## config.mk

```make
export PLATFORM = sky130hd
export DESIGN_NAME = tx_descriptor_free_list_top
export DESIGN_NICKNAME = d
export VERILOG_FILES = /design/src/design/tdfl_pkg.sv /design/src/design/tdfl_link_mem.sv /design/src/design/tdfl_engine.sv /design/src/design/tx_descriptor_free_list_top.sv
export SDC_FILE = /design/constraint.sdc
export NUM_CORES = 2
export LEC_CHECK = 0
export ABC_AREA = 0
export ABC_CLOCK_PERIOD_IN_PS = 24600
export BUFFER_PORTS_ARGS = -buffer_cell sky130_fd_sc_hd__buf_2
export CAP_MARGIN = 20
export CORE_MARGIN = 2
export CORE_UTILIZATION = 60
export CTS_BUF_LIST = sky130_fd_sc_hd__clkbuf_16
export DETAILED_ROUTE_END_ITERATION = 8
export PLACE_DENSITY_LB_ADDON = 0.15
export SETUP_SLACK_MARGIN = 0.4
export SYNTH_ARGS = -nofsm -noshare
export SYNTH_HDL_FRONTEND = slang
export SYNTH_SLANG_ARGS = --single-unit
```

## constraint.sdc

```tcl
create_clock -name clk -period 24.6 [get_ports clk]
set_input_delay 1.23 -clock clk [delete_from_list [all_inputs] [get_ports clk]]
set_output_delay 1.23 -clock clk [all_outputs]
set_load 0.01 [all_outputs]
```

## src/design/tdfl_pkg.sv

```systemverilog
// tdfl_pkg: shared constants, status codes and the result word type
// for the transmit descriptor free list; no dependencies
package tdfl_pkg;

    localparam int QUEUE_DEPTH_DEF  = 256;
    localparam int HEADER_BYTES_DEF = 12;
    localparam int BUFFER_BYTES_DEF = 2048;

    localparam int STATUS_W = 3;
    localparam int ID_W     = 8;
    localparam int SLOT_W   = 8;
    localparam int DLEN_W   = 12;
    localparam int AIDX_W   = 16;
    localparam int FREE_W   = 9;
    localparam int LEN_W    = 16;
    localparam int RID_W    = 16;

    localparam logic [STATUS_W-1:0] STATUS_SENT       = 3'd0;
    localparam logic [STATUS_W-1:0] STATUS_QUEUE_FULL = 3'd1;
    localparam logic [STATUS_W-1:0] STATUS_BAD_LENGTH = 3'd2;
    localparam logic [STATUS_W-1:0] STATUS_FREED      = 3'd3;
    localparam logic [STATUS_W-1:0] STATUS_IGNORED    = 3'd4;

    localparam logic CMD_SEND   = 1'b0;
    localparam logic CMD_RETURN = 1'b1;

    typedef struct packed {
        logic [STATUS_W-1:0] status;
        logic [ID_W-1:0]     desc_id;
        logic [SLOT_W-1:0]   avail_slot;
        logic [DLEN_W-1:0]   desc_length;
        logic [AIDX_W-1:0]   avail_index_out;
        logic [FREE_W-1:0]   free_left;
    } res_t;

endpackage

```

## src/design/tdfl_link_mem.sv

```systemverilog
// tdfl_link_mem: next-link memory of the free list, one write port and
// one read port with registered read data; no package dependencies
module tdfl_link_mem #(
    parameter int DEPTH = 256,
    parameter int AW    = 8
) (
    input  logic          clk,
    input  logic          wr_en,
    input  logic [AW-1:0] wr_addr,
    input  logic [AW-1:0] wr_data,
    input  logic          rd_en,
    input  logic [AW-1:0] rd_addr,
    output logic [AW-1:0] rd_data
);

    logic [AW-1:0] mem [DEPTH];
    logic [AW-1:0] rd_data_reg;

    always_ff @(posedge clk)
    begin
        if (wr_en)
        begin
            mem[wr_addr] <= wr_data;
        end
    end

    always_ff @(posedge clk)
    begin
        if (rd_en)
        begin
            rd_data_reg <= mem[rd_addr];
        end
    end

    assign rd_data = rd_data_reg;

endmodule

```

## src/design/tdfl_engine.sv

```systemverilog
// tdfl_engine: command sequencer for send and return words; holds head,
// count and avail index, reads and writes the link memory; uses tdfl_pkg
module tdfl_engine import tdfl_pkg::*; #(
    parameter int QUEUE_DEPTH  = QUEUE_DEPTH_DEF,
    parameter int HEADER_BYTES = HEADER_BYTES_DEF,
    parameter int BUFFER_BYTES = BUFFER_BYTES_DEF,
    parameter int IW           = $clog2(QUEUE_DEPTH),
    parameter int CW           = $clog2(QUEUE_DEPTH + 1)
) (
    input  logic             clk,
    input  logic             rst_n,
    input  logic             go,
    input  logic             command,
    input  logic [LEN_W-1:0] frame_bytes,
    input  logic [RID_W-1:0] returned_id,
    output logic             rd_en,
    output logic [IW-1:0]    rd_addr,
    input  logic [IW-1:0]    rd_data,
    output logic             wr_en,
    output logic [IW-1:0]    wr_addr,
    output logic [IW-1:0]    wr_data,
    output logic             busy,
    output logic             done,
    output res_t             res
);

    localparam logic ST_IDLE = 1'b0;
    localparam logic ST_EXEC = 1'b1;

    localparam logic [LEN_W:0]  BUF_LIM  = (LEN_W+1)'(BUFFER_BYTES);
    localparam logic [LEN_W:0]  HDR      = (LEN_W+1)'(HEADER_BYTES);
    localparam logic [CW-1:0]   CNT_FULL = CW'(QUEUE_DEPTH);
    localparam logic [RID_W-1:0] RID_LIM = RID_W'(QUEUE_DEPTH);
    localparam logic [IW-1:0]   SLOT_MAX = IW'(QUEUE_DEPTH - 1);

    logic              state_reg, state_next;
    logic              cmd_reg;
    logic [LEN_W-1:0]  len_reg;
    logic [RID_W-1:0]  rid_reg;
    logic [IW-1:0]     head_reg, head_next;
    logic [CW-1:0]     count_reg, count_next;
    logic [AIDX_W-1:0] aidx_reg, aidx_next;
    logic [IW-1:0]     slot_reg, slot_next;
    logic              done_reg;
    res_t              res_reg, res_next;

    logic [LEN_W:0]    total;
    logic              bad_len;
    logic              exec;

    assign exec    = (state_reg == ST_EXEC);
    assign total   = {1'b0, len_reg} + HDR;
    assign bad_len = (len_reg == '0) || (total > BUF_LIM);

    // read the link after the head while the word is latched
    assign rd_en   = go;
    assign rd_addr = head_reg;

    always_comb
    begin
        head_next  = head_reg;
        count_next = count_reg;
        aidx_next  = aidx_reg;
        slot_next  = slot_reg;
        wr_en      = 1'b0;
        wr_addr    = rid_reg[IW-1:0];
        wr_data    = head_reg;
        res_next.status      = STATUS_IGNORED;
        res_next.desc_id     = '0;
        res_next.avail_slot  = '0;
        res_next.desc_length = '0;
        if (cmd_reg == CMD_SEND)
        begin
            priority if (bad_len)
            begin
                res_next.status = STATUS_BAD_LENGTH;
            end
            else if (count_reg == '0)
            begin
                res_next.status = STATUS_QUEUE_FULL;
            end
            else
            begin
                res_next.status      = STATUS_SENT;
                res_next.desc_id     = ID_W'(head_reg);
                res_next.avail_slot  = SLOT_W'(slot_reg);
                res_next.desc_length = DLEN_W'(total);
                head_next  = rd_data;
                count_next = count_reg - 1'b1;
                aidx_next  = aidx_reg + 1'b1;
                // slot follows avail index mod depth, also across the 16-bit wrap
                if (aidx_next == '0 || slot_reg == SLOT_MAX)
                begin
                    slot_next = '0;
                end
                else
                begin
                    slot_next = slot_reg + 1'b1;
                end
            end
        end
        else if (rid_reg < RID_LIM && count_reg < CNT_FULL)
        begin
            res_next.status = STATUS_FREED;
            wr_en      = exec;
            head_next  = rid_reg[IW-1:0];
            count_next = count_reg + 1'b1;
        end
        res_next.avail_index_out = aidx_next;
        res_next.free_left       = FREE_W'(count_next);
        state_next = exec ? ST_IDLE : (go ? ST_EXEC : ST_IDLE);
    end

    always_ff @(posedge clk or negedge rst_n)
    begin
        if (!rst_n)
        begin
            state_reg <= ST_IDLE;
            head_reg  <= '0;
            count_reg <= CNT_FULL;
            aidx_reg  <= '0;
            slot_reg  <= '0;
            done_reg  <= 1'b0;
        end
        else
        begin
            state_reg <= state_next;
            done_reg  <= exec;
            if (exec)
            begin
                head_reg  <= head_next;
                count_reg <= count_next;
                aidx_reg  <= aidx_next;
                slot_reg  <= slot_next;
            end
        end
    end

    always_ff @(posedge clk)
    begin
        if (go)
        begin
            cmd_reg <= command;
            len_reg <= frame_bytes;
            rid_reg <= returned_id;
        end
        if (exec)
        begin
            res_reg <= res_next;
        end
    end

    assign busy = exec;
    assign done = done_reg;
    assign res  = res_reg;

    a_done_after_exec: assert property (@(posedge clk) disable iff (!rst_n)
        done_reg |-> $past(state_reg) == ST_EXEC)
        else $error("result strobe without an executed word");

    a_count_bound: assert property (@(posedge clk) disable iff (!rst_n)
        count_reg <= CNT_FULL)
        else $error("free count above queue depth");

    a_no_go_in_exec: assert property (@(posedge clk) disable iff (!rst_n)
        exec |-> !go)
        else $error("word accepted while executing");

    a_sent_pops_one: assert property (@(posedge clk) disable iff (!rst_n)
        done_reg && res_reg.status == STATUS_SENT |->
            CW'(count_reg + 1'b1) == $past(count_reg))
        else $error("send did not take exactly one descriptor");

    a_freed_pushes_head: assert property (@(posedge clk) disable iff (!rst_n)
        done_reg && res_reg.status == STATUS_FREED |->
            head_reg == $past(rid_reg[IW-1:0]))
        else $error("freed id is not the new head");

endmodule

```

## src/design/tx_descriptor_free_list_top.sv

```systemverilog
// tx_descriptor_free_list_top: top level with the link memory initialising
// sweep; uses tdfl_pkg, tdfl_link_mem and tdfl_engine
//
//  channel   handshake          payload
//  --------  -----------------  ------------------------------------------
//  command   start / busy       command, frame_bytes, returned_id
//  result    done (one cycle)   status, desc_id, avail_slot, desc_length,
//                               avail_index_out, free_left
//
// a word is executed in the EXEC state; the link after the head is read out of the
// synchronous link memory at the same edge that latches the word
// done pulses for one cycle, registered from the EXEC state; the
// receiver cannot stall it
// after reset busy stays high while the link
// memory is loaded with entry i -> i+1, last -> 0
module tx_descriptor_free_list_top import tdfl_pkg::*; #(
    parameter int QUEUE_DEPTH  = QUEUE_DEPTH_DEF,
    parameter int HEADER_BYTES = HEADER_BYTES_DEF,
    parameter int BUFFER_BYTES = BUFFER_BYTES_DEF
) (
    input  logic                clk,
    input  logic                rst_n,
    input  logic                start,
    output logic                busy,
    input  logic                command,
    input  logic [LEN_W-1:0]    frame_bytes,
    input  logic [RID_W-1:0]    returned_id,
    output logic                done,
    output logic [STATUS_W-1:0] status,
    output logic [ID_W-1:0]     desc_id,
    output logic [SLOT_W-1:0]   avail_slot,
    output logic [DLEN_W-1:0]   desc_length,
    output logic [AIDX_W-1:0]   avail_index_out,
    output logic [FREE_W-1:0]   free_left
);

    localparam int IW = $clog2(QUEUE_DEPTH);
    localparam int CW = $clog2(QUEUE_DEPTH + 1);
    localparam logic [IW-1:0] LAST_ID = IW'(QUEUE_DEPTH - 1);

    logic          init_busy_reg;
    logic [IW-1:0] init_cnt_reg;

    logic          go;
    logic          eng_busy;
    logic          rd_en;
    logic [IW-1:0] rd_addr, rd_data;
    logic          eng_wr_en;
    logic [IW-1:0] eng_wr_addr, eng_wr_data;
    logic          mem_wr_en;
    logic [IW-1:0] mem_wr_addr, mem_wr_data;
    res_t          res;

    always_ff @(posedge clk or negedge rst_n)
    begin
        if (!rst_n)
        begin
            init_busy_reg <= 1'b1;
            init_cnt_reg  <= '0;
        end
        else if (init_busy_reg)
        begin
            init_cnt_reg <= init_cnt_reg + 1'b1;
            if (init_cnt_reg == LAST_ID)
            begin
                init_busy_reg <= 1'b0;
            end
        end
    end

    assign mem_wr_en   = init_busy_reg | eng_wr_en;
    assign mem_wr_addr = init_busy_reg ? init_cnt_reg : eng_wr_addr;
    assign mem_wr_data = !init_busy_reg ? eng_wr_data :
                         (init_cnt_reg == LAST_ID) ? '0 : init_cnt_reg + 1'b1;

    assign busy = init_busy_reg | eng_busy;
    assign go   = start & ~busy;

    tdfl_link_mem #(
        .DEPTH (QUEUE_DEPTH),
        .AW    (IW)
    ) u_link_mem (
        .clk     (clk),
        .wr_en   (mem_wr_en),
        .wr_addr (mem_wr_addr),
        .wr_data (mem_wr_data),
        .rd_en   (rd_en),
        .rd_addr (rd_addr),
        .rd_data (rd_data)
    );

    tdfl_engine #(
        .QUEUE_DEPTH  (QUEUE_DEPTH),
        .HEADER_BYTES (HEADER_BYTES),
        .BUFFER_BYTES (BUFFER_BYTES),
        .IW           (IW),
        .CW           (CW)
    ) u_engine (
        .clk         (clk),
        .rst_n       (rst_n),
        .go          (go),
        .command     (command),
        .frame_bytes (frame_bytes),
        .returned_id (returned_id),
        .rd_en       (rd_en),
        .rd_addr     (rd_addr),
        .rd_data     (rd_data),
        .wr_en       (eng_wr_en),
        .wr_addr     (eng_wr_addr),
        .wr_data     (eng_wr_data),
        .busy        (eng_busy),
        .done        (done),
        .res         (res)
    );

    assign status          = res.status;
    assign desc_id         = res.desc_id;
    assign avail_slot      = res.avail_slot;
    assign desc_length     = res.desc_length;
    assign avail_index_out = res.avail_index_out;
    assign free_left       = res.free_left;

endmodule
```

==> impl_metrics.json <==
{
  "outcome": "complete, no violations",
  "dpl.cell_count": 5912,
  "clk_pin_slew_ns": 0.06,
  "crit_chain": "buf_4, buf_4, buf_4, mux4_2, mux4_2, a21boi_0, a32oi_1, and3_1",
  "postSynthAreaPerCell_um2": 21.2,
  "cp-end-kind": "flip-flop",
  "fin_tns_setup_ns": 0,
  "vias_per_cell": 6.68,
  "setup_viol": 0,
  "setup_ws_ns": 18.70,
  "largest_reg_flops": 2048,
  "die-area_um2": 147000,
  "pwr-share-seq": 0.545,
  "p_clk_frac": 0.420,
  "power_switching_mw": 1.55,
  "async_reset_ff_frac": 0.0237,
  "wl_per_cell_um": 31.8,
  "critPathKind": "flip-flop to flip-flop",
  "ctsLongestPathBuffers": 3,
  "syn_area_um2": 86200,
  "cts_hold_buf": 0,
  "maxClockFrequency_ghz": 0.170,
  "cpMostUsedCell": "buf_4",
  "multi_input_area_um2": 19500,
  "nets": 4283,
  "intPower_mw": 6.01,
  "first_global_vias": 41900,
  "vias": 42200,
  "netlist-cell-type-count": 69,
  "core-area_um2": 143000,
  "skew_ns": 0.0322,
  "rows": 139,
  "ant_nets": 0,
  "hp-class": "flip-flop to flip-flop",
  "cp.arrival_ns": 6.47,
  "syn_inst": 4074,
  "area_delta_synth_final_pct": 11.2,
  "io_buffer_count": 93,
  "final_cells": 6316,
  "ir_drop_mv": 0.0631,
  "start_kind": "flip-flop",
  "leakage_nw": 27.4,
  "final.min_clock_period_ns": 5.90,
  "path_max_fanout": 67,
  "yosysSeqAreaShare": 0.763,
  "worst-endpoint-required_ns": 25.18,
  "grt_max_degree": 184,
  "slew_headroom": 0.240,
  "regArea_um2": 65700,
  "fillers": 8957,
  "synth_area_leaders": "edfxtp_1 75%, mux4_2 15%, dfrtp_1 1.5%",
  "antenna_found_initial": 14,
  "max_stage_delay_ns": 0.91,
  "power.total_mw": 7.56,
  "post_cts_resized": 0,
  "dp_hpwl_mm": 120,
  "cts_root_buf": "clkbuf_16",
  "cts_sinks": 2197,
  "cts.htree.levels": 4,
  "synth_nets": 4119,
  "cp_slowest_cell": "buf_4",
  "ys.warnings.count": 0,
  "fp.dieW_um": 383,
  "post-place-ws_ns": 18.82,
  "track_usage": 0.278,
  "p_comb_frac": 0.035,
  "ys_seq_elements": 2197,
  "clock_latency_ns": 0.83,
  "critical-path-top-delay-family": "buffers and inverters",
  "worst-path-buf-inv": 3,
  "grt_pass1_wl_mm": 293,
  "synth_edf_count": 2145,
  "hold_viol_final": 0,
  "firstDrtPassIters": 9,
  "wl_mm": 201,
  "power_density_nw_per_um2": 78.9,
  "gp_congestion": 0.875,
  "initial_utilization": 0.602,
  "tritoncts": "done",
  "synth.most_common_cell": "edfxtp_1",
  "synthTopCellsByCount": "2145 x edfxtp_1, 577 x mux4_2, 323 x nor2_1, 109 x clkbuf_1, 101 x nand2_1",
  "rsz0062_at_grt": "false",
  "first_iter_violations": 5305,
  "post-route-period-util": 0.240,
  "drive_gt1_frac": 0.251,
  "switching_share": 0.205,
  "io_pins": 94,
  "cts_inserted_buffers": 212,
  "synth_top_cell_by_area": "edfxtp_1",
  "post-cts-setup-buffers": 0,
  "drv_cap": 0,
  "synth_flop_cell": "edfxtp_1",
  "final_core_util": 0.670,
  "worst_pin_slew_ns": 1.14,
  "drcViolationCount": 0,
  "slew_viol_final": 0,
  "grt-ovfl-total": 0,
  "yosys.area.top_type_share": 0.747,
  "fp.dieH_um": 383
}
[power groups by stage]
stage | Sequential [mW] | Combinational, mW | Clock [mW]
CTS | 4.12 | 0.261 | 3.21
detailed placement | 4.20 | 0.260 | 0
finish | 4.12 | 0.262 | 3.18
floorplan | 4.21 | 0.167 | 0
global route | 4.12 | 0.278 | 3.36
global placement | 4.20 | 0.256 | 0
[cells by family (layout without fill, tap and decap cells)]
family / count (synthesis) / in the layout / synth area share
other: 0 / 2 / 0
AO/OA/AOI/OAI: 240 / 240 / 0.0197
AND/OR/NAND/NOR: 631 / 631 / 0.0340
flip-flops: 2197 / 2197 / 0.763
multiplexers: 678 / 678 / 0.163
adder cells (fa/ha/maj): 9 / 9 / 0.00131
XOR/XNOR: 67 / 67 / 0.00681
buffers and inverters: 252 / 589 / 0.0128
[area by class of cell]
cell class                      count  share of cell area
Multi-Input combinational cell   1625               0.203
Timing Repair Buffer              186              0.0142
Clock inverter                    171              0.0146
Clock buffer                      216              0.0564
Inverter                           16            0.000627
Sequential cell                  2197               0.686
Tap cell                         1903              0.0248
Antenna cell                        2           0.0000522
[path summary, 6_finish.rpt]
kind | depth (start not counted) | slack [ns] | start | end
worst max-delay path | 8 | 18.70 | u_engine.rd_addr[1]$_DFFE_PN0P_ | u_link_mem.rd_data[1]$_DFFE_PP_
worst min-delay path | 1 | 0.53 | u_engine.slot_reg[7]$_DFFE_PN0P_ | u_engine.slot_reg[7]$_DFFE_PN0P_
worst max register to register | 8 | 18.70 | u_engine.rd_addr[1]$_DFFE_PN0P_ | u_link_mem.rd_data[1]$_DFFE_PP_
worst min register to register | 1 | 0.53 | u_engine.slot_reg[7]$_DFFE_PN0P_ | u_engine.slot_reg[7]$_DFFE_PN0P_
max in group asynchronous | 2 | 23.32 | rst_n | u_engine.rd_addr[3]$_DFFE_PN0P_
min in group asynchronous | 2 | 0.57 | rst_n | u_engine.aidx_reg[10]$_DFFE_PN0P_
[layer usage]
metal / wire length, um / track usage / part of all wire
met1: 79300 / 0.409 / 0.39
met2: 95500 / 0.429 / 0.48
met3: 19600 / 0.0577 / 0.098
met4: 6380 / 0.0868 / 0.032
met5: 19 / 0 / 0.000095
[stage by stage]
stage | instance area, um2 | hold slack (ns)
floorplan | 86200 | 0.476
global placement | 88700 | 0.513
detailed placement | 88800 | 0.528
CTS | 95600 | 0.530
global route | 95800 | 0.555
finish | 95800 | 0.534
[worst reg2reg max path: cells and delay by family, from the launching register on]
kind                   cells  cell delay [ns]
AO/OA/AOI/OAI              2             0.87
flip-flops                 1             0.80
buffers and inverters      3             2.68
multiplexers               2             1.06
AND/OR/NAND/NOR            1             0.22
[cell usage in the layout, fill, tap and decap left out, types with 28 or more instances in the layout]
master	n
nor2_1	322
edfxtp_1	2145
buf_2	95
buf_4	76
dfrtp_1	44
clkinv_2	36
mux2i_1	77
inv_1	55
nand2_1	101
clkinv_1	51
nand3_1	57
xnor2_1	46
clkbuf_16	216
o211ai_1	32
a22oi_1	48
a21oi_1	28
mux4_2	577
(Power assumes the default switching activity.)
